$ cat src/sv/boot_password_attempt_gate_defines.svh
// ---------------------------------------------------------------------------
// boot_password_attempt_gate_defines
// assertion macros shared by the boot gate modules
// ---------------------------------------------------------------------------
`ifndef BOOT_PASSWORD_ATTEMPT_GATE_DEFINES_SVH
`define BOOT_PASSWORD_ATTEMPT_GATE_DEFINES_SVH

`ifndef ASSERT_OFF

// same-cycle implication, checked out of reset
`define ASSERT_IMPLIES(label, clk, rst_n, ante, cons) \
    label: assert property (@(posedge clk) disable iff (!rst_n) (ante) |-> (cons)) \
        else $error("boot gate assertion failed");

// next-cycle implication, checked out of reset
`define ASSERT_NEXT(label, clk, rst_n, ante, cons) \
    label: assert property (@(posedge clk) disable iff (!rst_n) (ante) |=> (cons)) \
        else $error("boot gate assertion failed");

`else

`define ASSERT_IMPLIES(label, clk, rst_n, ante, cons)
`define ASSERT_NEXT(label, clk, rst_n, ante, cons)

`endif

`endif

$ cat src/sv/bpag_pkg.sv
// ---------------------------------------------------------------------------
// bpag_pkg
// types, codes and helpers of the boot password attempt gate
// ---------------------------------------------------------------------------
package bpag_pkg;

    // operation codes
    localparam logic OP_BOOT    = 1'b0;
    localparam logic OP_ATTEMPT = 1'b1;

    // verdict codes
    localparam logic [2:0] V_PROMPT  = 3'd0;
    localparam logic [2:0] V_PASS    = 3'd1;
    localparam logic [2:0] V_WIPE    = 3'd2;
    localparam logic [2:0] V_HALTED  = 3'd3;
    localparam logic [2:0] V_WRONG   = 3'd4;
    localparam logic [2:0] V_LOCKED  = 3'd5;
    localparam logic [2:0] V_IGNORED = 3'd6;

    // wipe reason codes
    localparam logic [1:0] REASON_NONE     = 2'd0;
    localparam logic [1:0] REASON_ARM_LINE = 2'd1;
    localparam logic [1:0] REASON_COUNT    = 2'd2;
    localparam logic [1:0] REASON_HOST     = 2'd3;

    // configuration register indexes
    localparam logic [2:0] CFG_PROVISIONED  = 3'd0;
    localparam logic [2:0] CFG_ARMED        = 3'd1;
    localparam logic [2:0] CFG_DEADMAN_MODE = 3'd2;
    localparam logic [2:0] CFG_MAX_ATTEMPTS = 3'd3;
    localparam logic [2:0] CFG_MAX_RESUMES  = 3'd4;

    localparam logic [7:0]  MAX_ATTEMPTS_RST = 8'd10;
    localparam logic [7:0]  MAX_RESUMES_RST  = 8'd3;
    localparam logic [7:0]  COUNT_MAX        = 8'hFF;
    localparam logic [11:0] BACKOFF_STEP     = 12'd500;
    localparam logic [11:0] BACKOFF_CAP      = 12'd3000;

    typedef struct packed {
        logic       provisioned;
        logic       armed;
        logic       deadman_mode;
        logic [7:0] max_attempts;
        logic [7:0] max_resumes;
    } t_cfg;

    typedef struct packed {
        logic operation;
        logic low_supply;
        logic tombstone_set;
        logic line_armed;
        logic password_ok;
        logic wipe_request;
        logic persist_ok;
    } t_item;

    typedef struct packed {
        logic [2:0]  verdict;
        logic [1:0]  wipe_reason;
        logic [7:0]  attempts_left;
        logic [11:0] backoff_ms;
        logic        clear_tombstone;
    } t_res;

    // 500 ms per wrong attempt, capped at 3000 ms (cap reached from six on)
    function automatic logic [11:0] backoff_for(input logic [7:0] count);
        logic [11:0] ms;
        if (count >= 8'd6) begin
            ms = BACKOFF_CAP;
        end else begin
            ms = 12'(BACKOFF_STEP * {9'd0, count[2:0]});
        end
        return ms;
    endfunction

endpackage

$ cat src/sv/bpag_cfg.sv
// ---------------------------------------------------------------------------
// bpag_cfg
// configuration registers, written by index, no read-back
// ---------------------------------------------------------------------------
module bpag_cfg
    import bpag_pkg::*;
(
    input  logic       i_clk,
    input  logic       i_rst_n,
    input  logic       i_cfg_we,
    input  logic [2:0] i_cfg_idx,
    input  logic [7:0] i_cfg_data,
    output t_cfg       o_cfg
);

    t_cfg r_cfg;

    always_ff @(posedge i_clk) begin
        if (!i_rst_n) begin
            r_cfg.provisioned  <= 1'b0;
            r_cfg.armed        <= 1'b0;
            r_cfg.deadman_mode <= 1'b0;
            r_cfg.max_attempts <= MAX_ATTEMPTS_RST;
            r_cfg.max_resumes  <= MAX_RESUMES_RST;
        end else if (i_cfg_we) begin
            case (i_cfg_idx)
                CFG_PROVISIONED:  r_cfg.provisioned  <= i_cfg_data[0];
                CFG_ARMED:        r_cfg.armed        <= i_cfg_data[0];
                CFG_DEADMAN_MODE: r_cfg.deadman_mode <= i_cfg_data[0];
                CFG_MAX_ATTEMPTS: r_cfg.max_attempts <= i_cfg_data;
                CFG_MAX_RESUMES:  r_cfg.max_resumes  <= i_cfg_data;
                default: begin
                    // unknown index, write dropped
                end
            endcase
        end
    end

    assign o_cfg = r_cfg;

endmodule

$ cat src/sv/bpag_decide.sv
// ---------------------------------------------------------------------------
// bpag_decide
// boot and attempt decision logic with the gate's persistent state
// ---------------------------------------------------------------------------
`include "boot_password_attempt_gate_defines.svh"

module bpag_decide
    import bpag_pkg::*;
(
    input  logic  i_clk,
    input  logic  i_rst_n,
    input  t_cfg  i_cfg,
    input  logic  i_fire,
    input  t_item i_item,
    output t_res  o_res
);

    localparam logic [1:0] PHASE_IDLE   = 2'd0;
    localparam logic [1:0] PHASE_PROMPT = 2'd1;
    localparam logic [1:0] PHASE_HALTED = 2'd2;

    logic [1:0] r_phase, n_phase;
    logic [7:0] r_wrong_count, n_wrong_count;
    logic [7:0] r_resume_count, n_resume_count;
    logic       r_supply_low, n_supply_low;

    logic       w_open;
    logic [7:0] w_wrong_inc;
    logic [7:0] w_wrong_new;
    t_res       w_res;

    assign w_open      = !i_cfg.provisioned || !i_cfg.armed;
    assign w_wrong_inc = (r_wrong_count != COUNT_MAX) ? r_wrong_count + 8'd1 : r_wrong_count;
    // a failed persist fails closed to the limit
    assign w_wrong_new = i_item.persist_ok ? w_wrong_inc : i_cfg.max_attempts;

    always_comb begin
        n_phase        = r_phase;
        n_wrong_count  = r_wrong_count;
        n_resume_count = r_resume_count;
        n_supply_low   = r_supply_low;
        w_res          = '0;
        w_res.verdict  = V_PROMPT;

        if (i_item.operation == OP_BOOT) begin
            n_supply_low = i_item.low_supply;
            n_phase      = PHASE_IDLE;
            if (i_item.tombstone_set && w_open) begin
                // cleanup of a wipe that an unprovisioned or disarmed board left behind
                n_resume_count        = 8'd0;
                w_res.verdict         = V_PASS;
                w_res.clear_tombstone = 1'b1;
            end else if (i_item.tombstone_set && !i_item.low_supply) begin
                if (r_resume_count >= i_cfg.max_resumes) begin
                    n_phase       = PHASE_HALTED;
                    w_res.verdict = V_HALTED;
                end else begin
                    if (r_resume_count != COUNT_MAX) begin
                        n_resume_count = r_resume_count + 8'd1;
                    end
                    w_res.verdict     = V_WIPE;
                    w_res.wipe_reason = REASON_COUNT;
                end
            end else if (w_open) begin
                w_res.verdict = V_PASS;
            end else if (i_cfg.deadman_mode && !i_item.low_supply && !i_item.line_armed) begin
                w_res.verdict     = V_WIPE;
                w_res.wipe_reason = REASON_ARM_LINE;
            end else begin
                // deferred tombstone lands here too
                n_phase       = PHASE_PROMPT;
                w_res.verdict = V_PROMPT;
            end
        end else if (r_phase != PHASE_PROMPT) begin
            w_res.verdict = V_IGNORED;
        end else if (i_item.password_ok) begin
            n_phase = PHASE_IDLE;
            if (i_item.wipe_request && !r_supply_low) begin
                w_res.verdict     = V_WIPE;
                w_res.wipe_reason = REASON_HOST;
            end else begin
                n_wrong_count = 8'd0;
                w_res.verdict = V_PASS;
            end
        end else begin
            n_wrong_count = w_wrong_new;
            if (w_wrong_new != 8'd0 && w_wrong_new >= i_cfg.max_attempts) begin
                if (r_supply_low) begin
                    w_res.verdict    = V_LOCKED;
                    w_res.backoff_ms = backoff_for(w_wrong_new);
                end else begin
                    n_phase           = PHASE_IDLE;
                    w_res.verdict     = V_WIPE;
                    w_res.wipe_reason = REASON_COUNT;
                end
            end else begin
                w_res.verdict       = V_WRONG;
                w_res.attempts_left = (w_wrong_new >= i_cfg.max_attempts) ? 8'd0
                                    : i_cfg.max_attempts - w_wrong_new;
                w_res.backoff_ms    = backoff_for(w_wrong_new);
            end
        end
    end

    always_ff @(posedge i_clk) begin
        if (!i_rst_n) begin
            r_phase        <= PHASE_IDLE;
            r_wrong_count  <= 8'd0;
            r_resume_count <= 8'd0;
            r_supply_low   <= 1'b0;
        end else if (i_fire) begin
            r_phase        <= n_phase;
            r_wrong_count  <= n_wrong_count;
            r_resume_count <= n_resume_count;
            r_supply_low   <= n_supply_low;
        end
    end

    assign o_res = w_res;

    `ASSERT_NEXT(a_locked_keeps_prompt, i_clk, i_rst_n, i_fire && w_res.verdict == V_LOCKED, r_phase == PHASE_PROMPT)
    `ASSERT_NEXT(a_halt_sets_phase, i_clk, i_rst_n, i_fire && w_res.verdict == V_HALTED, r_phase == PHASE_HALTED)
    `ASSERT_NEXT(a_pass_clears_count, i_clk, i_rst_n, i_fire && i_item.operation == OP_ATTEMPT && w_res.verdict == V_PASS, r_wrong_count == 8'd0)

endmodule

$ cat src/sv/boot_password_attempt_gate.sv
// ---------------------------------------------------------------------------
// boot_password_attempt_gate
// boot-time lockout controller: tombstone, dead-man and wrong-attempt gate
// ---------------------------------------------------------------------------
// usage:
//   s_axis carries one event word: tuser is the operation (0 boot,
//   1 password attempt), tdata the event flags. m_axis returns exactly one
//   result word per event, in order.
//   configuration is written through i_cfg_we / i_cfg_idx / i_cfg_data while
//   no event is in flight; index 0..4 selects provisioned, armed,
//   deadman_mode, max_attempts, max_resumes; other indexes are dropped.
//   a word accepted on s_axis is registered, decided from the input stage
//   and written to the result register when that one is free or draining.
//   throughput: one word per cycle unless m_axis stalls; the decision for
//   one event is a single register-to-register pass that also updates the
//   gate state.
//   reset (synchronous, active low) empties both stages, sets the phase to
//   idle, clears the wrong and resume counters and loads register defaults.
//   when m_axis_tready is low the result register holds; the input stage can
//   still take one more word, then s_axis_tready drops until the result
//   register drains.
// ---------------------------------------------------------------------------
`include "boot_password_attempt_gate_defines.svh"

module boot_password_attempt_gate
    import bpag_pkg::*;
(
    input  logic        i_clk,
    input  logic        i_rst_n,
    // configuration write port
    input  logic        i_cfg_we,
    input  logic [2:0]  i_cfg_idx,
    input  logic [7:0]  i_cfg_data,
    // event stream
    input  logic        s_axis_tvalid,
    output logic        s_axis_tready,
    // low_supply, tombstone_set, line_armed, password_ok, wipe_request,
    // persist_ok, 2 bits zero
    input  logic [7:0]  s_axis_tdata,
    // operation
    input  logic        s_axis_tuser,
    // result stream
    output logic        m_axis_tvalid,
    input  logic        m_axis_tready,
    // verdict[2:0], wipe_reason[4:3], attempts_left[12:5], backoff_ms[24:13],
    // clear_tombstone[25], 6 bits zero
    output logic [31:0] m_axis_tdata
);

    t_cfg  w_cfg;
    t_res  w_res;
    logic  w_adv;
    logic  w_fire;

    logic  r_in_valid;
    t_item r_in_item;
    logic  r_out_valid;
    t_res  r_out_res;

    bpag_cfg u_cfg (
        .i_clk      (i_clk),
        .i_rst_n    (i_rst_n),
        .i_cfg_we   (i_cfg_we),
        .i_cfg_idx  (i_cfg_idx),
        .i_cfg_data (i_cfg_data),
        .o_cfg      (w_cfg)
    );

    bpag_decide u_decide (
        .i_clk   (i_clk),
        .i_rst_n (i_rst_n),
        .i_cfg   (w_cfg),
        .i_fire  (w_fire),
        .i_item  (r_in_item),
        .o_res   (w_res)
    );

    // result register free or being drained this cycle
    assign w_adv         = !r_out_valid || m_axis_tready;
    assign w_fire        = r_in_valid && w_adv;
    assign s_axis_tready = !r_in_valid || w_adv;

    always_ff @(posedge i_clk) begin
        if (!i_rst_n) begin
            r_in_valid  <= 1'b0;
            r_out_valid <= 1'b0;
        end else begin
            if (s_axis_tready) begin
                r_in_valid <= s_axis_tvalid;
            end
            if (w_adv) begin
                r_out_valid <= r_in_valid;
            end
        end
    end

    always_ff @(posedge i_clk) begin
        if (s_axis_tvalid && s_axis_tready) begin
            r_in_item.operation     <= s_axis_tuser;
            r_in_item.low_supply    <= s_axis_tdata[0];
            r_in_item.tombstone_set <= s_axis_tdata[1];
            r_in_item.line_armed    <= s_axis_tdata[2];
            r_in_item.password_ok   <= s_axis_tdata[3];
            r_in_item.wipe_request  <= s_axis_tdata[4];
            r_in_item.persist_ok    <= s_axis_tdata[5];
        end
        if (w_fire) begin
            r_out_res <= w_res;
        end
    end

    assign m_axis_tvalid = r_out_valid;
    assign m_axis_tdata  = {6'd0, r_out_res.clear_tombstone, r_out_res.backoff_ms,
                            r_out_res.attempts_left, r_out_res.wipe_reason,
                            r_out_res.verdict};

    `ASSERT_IMPLIES(a_reason_only_on_wipe, i_clk, i_rst_n, r_out_valid && r_out_res.wipe_reason != REASON_NONE, r_out_res.verdict == V_WIPE)
    `ASSERT_IMPLIES(a_clear_only_on_pass, i_clk, i_rst_n, r_out_valid && r_out_res.clear_tombstone, r_out_res.verdict == V_PASS)
    `ASSERT_NEXT(a_input_stage_holds, i_clk, i_rst_n, r_in_valid && !w_adv, r_in_valid)

endmodule
$ cat config.mk
export PLATFORM = sky130hd
export DESIGN_NAME = boot_password_attempt_gate
export DESIGN_NICKNAME = d
export VERILOG_FILES = /design/src/sv/bpag_pkg.sv /design/src/sv/bpag_cfg.sv /design/src/sv/bpag_decide.sv /design/src/sv/boot_password_attempt_gate.sv
export VERILOG_INCLUDE_DIRS = /design/src /design/src/sv
export SDC_FILE = /design/constraint.sdc
export NUM_CORES = 1
export LEC_CHECK = 0
export BUFFER_PORTS_ARGS = -buffer_cell sky130_fd_sc_hd__buf_2
export CAP_MARGIN = 20
export CORE_UTILIZATION = 60
export CTS_CLUSTER_SIZE = 10
export DETAILED_ROUTE_END_ITERATION = 8
export PLACE_DENSITY_LB_ADDON = 0.15
export RECOVER_POWER = 50
export SLEW_MARGIN = 20
export SYNTH_ARGS = -nofsm -noshare
export SYNTH_HDL_FRONTEND = slang
export SYNTH_SLANG_ARGS = --single-unit
export TNS_END_PERCENT = 5
$ cat constraint.sdc
create_clock -name i_clk -period 11.8 [get_ports i_clk]
set_clock_uncertainty 0.1 [all_clocks]
set_input_delay 3.54 -clock i_clk [delete_from_list [all_inputs] [get_ports i_clk]]
set_output_delay 3.54 -clock i_clk [all_outputs]
set_load 0.05 [all_outputs]
* Yosys cells after proc, flatten, opt, wreduce, memory -nomap -nowiden *
Cells that the tools add are included.

operators by class
  equality and inequality tests = 12
  add/subtract/negate cells = 3
  magnitude comparators = 3
  reductions and logical operators = 33
  bitwise operators = 2
  $mul = 1
  mux-type cells = 44

operator list
  cell                                                   number
  two-way mux 8 bit                                      10
  two-way mux 12 bit                                     3
  two-way mux 2 bit                                      17
  two-way mux 22 bit                                     1
  two-way mux 20 bit                                     1
  adder 8 x 1 -> 8 bit, second input constant            2
  >= comparator 8 bit                                    2
  inequality test 8 bit, second input constant           2
  two-way mux 3 bit                                      5
  two-way mux 5 bit                                      3
  AND reduction 2 bit                                    6
  multiplier 7 x 3 -> 10 bit, first input constant       1
  >= comparator 8 x 3 -> 1 bit, second input constant    1
  logical AND 1 bit                                      8
  AND reduction 4 bit                                    2
  nonzero test 8 bit                                     1
  subtractor 8 bit                                       1
  logical NOT 1 bit                                      7
  == test 3 x 2 -> 1 bit, second input constant          2
  AND reduction 5 bit                                    1
  OR reduction 5 bit                                     1
  two-way mux 1 bit                                      4
  inequality test 2 x 1 -> 1 bit, second input constant  2
  inequality test 2 bit, second input constant           2
  9 further kinds                                        13

storage, ports and cells
  bits in registers = 73
  output and inout bits = 34
  word-level logic and storage cells = 121
  input bits = 25

* Logic depth before layout (Yosys ltp) *
  depth after elaboration = 10
  depth in mapped cells = 16
  depth with buffers taken out = 15

* Hierarchy *
From an unflattened synthesis, not the netlist that was laid out.

second synthesis, totals
  cell total of the unflattened synthesis = 460
  area, all modules = 4480.5 um2

modules (own cells, without submodules)
  module                      cells each  instances  sequential area each (um2)  area an instance (um2)
  bpag_decide                 334         1          380.4                       2552.4
  boot_password_attempt_gate  49          1          1031.0                      1143.6
  bpag_cfg                    77          1          380.4                       784.5

* Worst setup path after synthesis *
Ideal clock, no wire load.

  kind = in2out
  start point = in m_axis_tready
  end point = out s_axis_tready
  data required time = 8160 ps
  cell stages on the path = 2
  arrival = 4018 ps
  path buffers = 0
  path slack = 4142 ps
  cell sequence = nor2b_1 nand2_1

on the way
  word-level cells in the longest chain between the ends = 2

RTL lines
  element           RTL line                          text
  start, declared   boot_password_attempt_gate.sv:44  input logic m_axis_tready,
  logical OR 1 bit  boot_password_attempt_gate.sv:79  assign w_adv = !r_out_valid || m_axis_tready;
  logical OR 1 bit  boot_password_attempt_gate.sv:81  assign s_axis_tready = !r_in_valid || w_adv;
  end, declared     boot_password_attempt_gate.sv:36  output logic s_axis_tready,

Every way passes these cells.

* Worst setup path in the final report *
Ends and elaborated chain as after synthesis.

==> flow_metrics.env <==
export IMPL_tightest_slew_ns=1.14
export IMPL_crit_required_ns=8.16
export IMPL_worstPathMaxFanout=3
export IMPL_peakVddDrop_mv=0.0884
export IMPL_clk_pin_slew_ns=0.08
export IMPL_cts_tree="built"
export IMPL_rows=30
export IMPL_cp_cell_sequence="buf_2, nor2b_1, nand2_1, buf_2"
export IMPL_drt_wl_total_um=9250
export IMPL_p_leak_uw=0.00184
export IMPL_synth_ff_type="dfxtp_1"
export IMPL_num_nets_final=573
export IMPL_r2r_slack_ns=6.59
export IMPL_core_area_mm2=0.00687
export IMPL_drive_above_1_share=0.127
export IMPL_final_min_clock_period_ns=7.77
export IMPL_crit_top_cell="buf_2"
export IMPL_h_tree_depth=3
export IMPL_initial_core_util=0.627
export IMPL_timing_hold_ws_ns=0.358
export IMPL_die_x_um=86.7
export IMPL_clk_latency_ns=0.36
export IMPL_cp_num_buf_inv=2
export IMPL_die_h_um=86.7
export IMPL_cts_root_buf="clkbuf_8"
export IMPL_cap_violations=0
export IMPL_portBuffers=48
export IMPL_ys_types=65
export IMPL_fmax_ghz=0.129
export IMPL_timing_final_hold_violations=0
export IMPL_clock_sinks=71
export IMPL_grt_remaining_overflow=0
export IMPL_ys_warn_count=0
export IMPL_areaGrowthSynthToFinish_pct=11.3
export IMPL_layoutNonFillerInstCount=617
export IMPL_dp_hpwl_um=6770
export IMPL_avgSynthCellArea_um2=9.16
export IMPL_vias_per_cell=5.74
export IMPL_drt_iter0_drc=196
export IMPL_crit_type="input pin to output pin"
export IMPL_first_pass_iters=4
export IMPL_report_final_slew_viol_count=0
export IMPL_synthCells=470
export IMPL_setup_tns_ns=0
export IMPL_hold_path_class="register to register"
export IMPL_grt_use_total=0.267
export IMPL_io_pins=59
export IMPL_synthArstFlopShare=0
export IMPL_postCtsResizedCells=0
export IMPL_antenna_found_initial=0
export IMPL_synth_edf_count=31
export IMPL_critPathCaptureType="output pin"
export IMPL_crit_family="buffers and inverters"
export IMPL_rsz0062_at_grt="no"
export IMPL_grt_pass1_vias=3352
export IMPL_post_cts_buffers=0
export IMPL_diodes=0
export IMPL_worstPathArrival_ns=4.13
export IMPL_p_per_area_mw_per_mm2=124
export IMPL_wl_per_cell_um=15.0
export IMPL_crit_path_start_kind="input pin"
export IMPL_syn_area_mm2=0.00430
export IMPL_dieArea_mm2=0.00752
export IMPL_clockBufferDepth=2
export IMPL_dp_cells=600
export IMPL_place_congestion=0.829
export IMPL_ys_seq_area_frac=0.402
export IMPL_grt_pass1_wl_um=15300
export IMPL_fin_crit_sh=0.658
export IMPL_grt_max_degree=31
export IMPL_drc=0
export IMPL_vias=3542
export IMPL_setup_viol=0
export IMPL_cp_slowest_stage_delay_ns=0.21
export IMPL_crit_path_top_delay_cell="buf_2"
export IMPL_cts_buffers=9
export IMPL_cts_hold_buffers=0
export IMPL_max_slew_margin_rel=0.231
export IMPL_ant_nets=0
export IMPL_yosys_register_bits=71
export IMPL_status="complete, no violations"
-- final cells by class --
type / count / area [um2]
Multi-Input combinational cell: 359 / 2360
Tap cell: 96 / 120
Clock buffer: 10 / 149
Fill cell: 547 / 2080
Timing Repair Buffer: 50 / 239
Clock inverter: 6 / 97.6
Inverter: 25 / 93.8
Sequential cell: 71 / 1730
-- layout by cell type, fill, tap and decap left out, types with 4 or more instances in the layout --
cell	netlist	final
or4_1	7	7
nor3_1	7	7
buf_2	2	29
nor2_1	43	43
dfxtp_1	40	40
xnor2_1	5	5
a211oi_1	5	5
inv_1	25	24
ha_1	29	29
clkbuf_1	8	19
clkbuf_8	0	9
mux2i_1	5	5
o31ai_1	8	8
xor2_1	5	5
and2_1	5	4
o211ai_1	5	5
and3_1	7	7
edfxtp_1	31	31
a21o_1	7	7
nor2b_1	5	5
a31oi_1	5	6
a21oi_1	39	39
conb_1	1	8
o21ai_0	12	13
a22oi_1	4	4
nand2b_1	8	8
nand2_1	68	68
nand3_1	20	20
-- logic make-up (layout without fill, tap and decap cells) --
| family | Yosys count | count (layout) | synth area share |
|---|---|---|---|
| flip-flops | 71 | 71 | 0.402 |
| other | 1 | 8 | 0.000871 |
| AND/OR/NAND/NOR | 194 | 194 | 0.226 |
| adder cells (fa/ha/maj) | 32 | 32 | 0.0983 |
| multiplexers | 5 | 5 | 0.0116 |
| XOR/XNOR | 11 | 11 | 0.0267 |
| AO/OA/AOI/OAI | 109 | 109 | 0.181 |
| buffers and inverters | 47 | 91 | 0.0529 |
-- final timing paths --
kind	from	to	cells after the start
max	m_axis_tready	s_axis_tready	4
min	u_cfg.o_cfg[5]	u_cfg.o_cfg[5]	2
max reg2reg	u_decide.r_wrong_count[0]	m_axis_tdata[19]	12
min reg2reg	u_cfg.o_cfg[5]	u_cfg.o_cfg[5]	2
-- metrics by stage --
stage / total power [uW] / util / setup slack (ns) / instance area, um2
after floorplan: 344 / - / 4.14 / 4330
after global placement: 359 / 0.664 / 4.06 / 4560
after detailed placement: 362 / 0.664 / 4.04 / 4560
after CTS: 598 / 0.700 / 4.04 / 4810
after global routing: 615 / 0.698 / 3.98 / 4790
final: 595 / 0.698 / 4.03 / 4790
-- report_power, final --
part	switching, uW	leakage, uW	internal [uW]
Combinational	59.5	0.00109	27.6
Sequential	5.34	0.000623	263
Clock	105	0.000124	135
-- worst register-to-register path: stages (launching register included) --
cell and delay, ns:
dfxtp_1 0.44, ha_1 0.38, nand4_1 0.18, or3_1 0.34, a31oi_1 0.58, inv_1 0.30, fa_1 0.54, and2_1 0.19
a21o_1 0.15, a211oi_1 0.28, o21ai_0 0.46, a211oi_4 0.78, and4b_1 0.27
-- synthesized netlist by cell type, drive strengths merged, types with 6 or more instances --
| master | instances | area [um2] |
|---|---|---|
| nand2 | 68 | 255 |
| clkbuf | 8 | 30.0 |
| o21ai | 13 | 68.8 |
| inv | 25 | 93.8 |
| a211oi | 6 | 57.6 |
| nand2b | 9 | 58.8 |
| a21o | 7 | 52.6 |
| buf | 14 | 104 |
| edfxtp | 31 | 931 |
| xnor2 | 6 | 71.3 |
| nor2 | 43 | 161 |
| nand3 | 22 | 120 |
| or4 | 8 | 63.8 |
| nor3 | 8 | 51.3 |
| o31ai | 9 | 72.6 |
| a21oi | 39 | 195 |
| and3 | 7 | 43.8 |
| a31oi | 7 | 56.3 |
| dfxtp | 40 | 801 |
| ha | 29 | 363 |
-- metal layers --
metal	vias up	track usage	routed length [um]
met3	19	0.0562	444
met4	0	0.111	210
met2	100	0.470	4620
li1	1784	-	-
met1	1639	0.317	3980
met5	-	0	0
-- flip-flops by register name, summed over array words and instances (netlist names) --
signal and count:
m_axis_tvalid 1, u_decide.r_resume_count 8, u_cfg.o_cfg 19, m_axis_tdata 24
r_in_item 7, u_decide.r_wrong_count 8, u_decide.r_supply_low 1, u_decide.r_phase 2
r_in_valid 1
No activity file was read; power rests on OpenSTA's default activity.
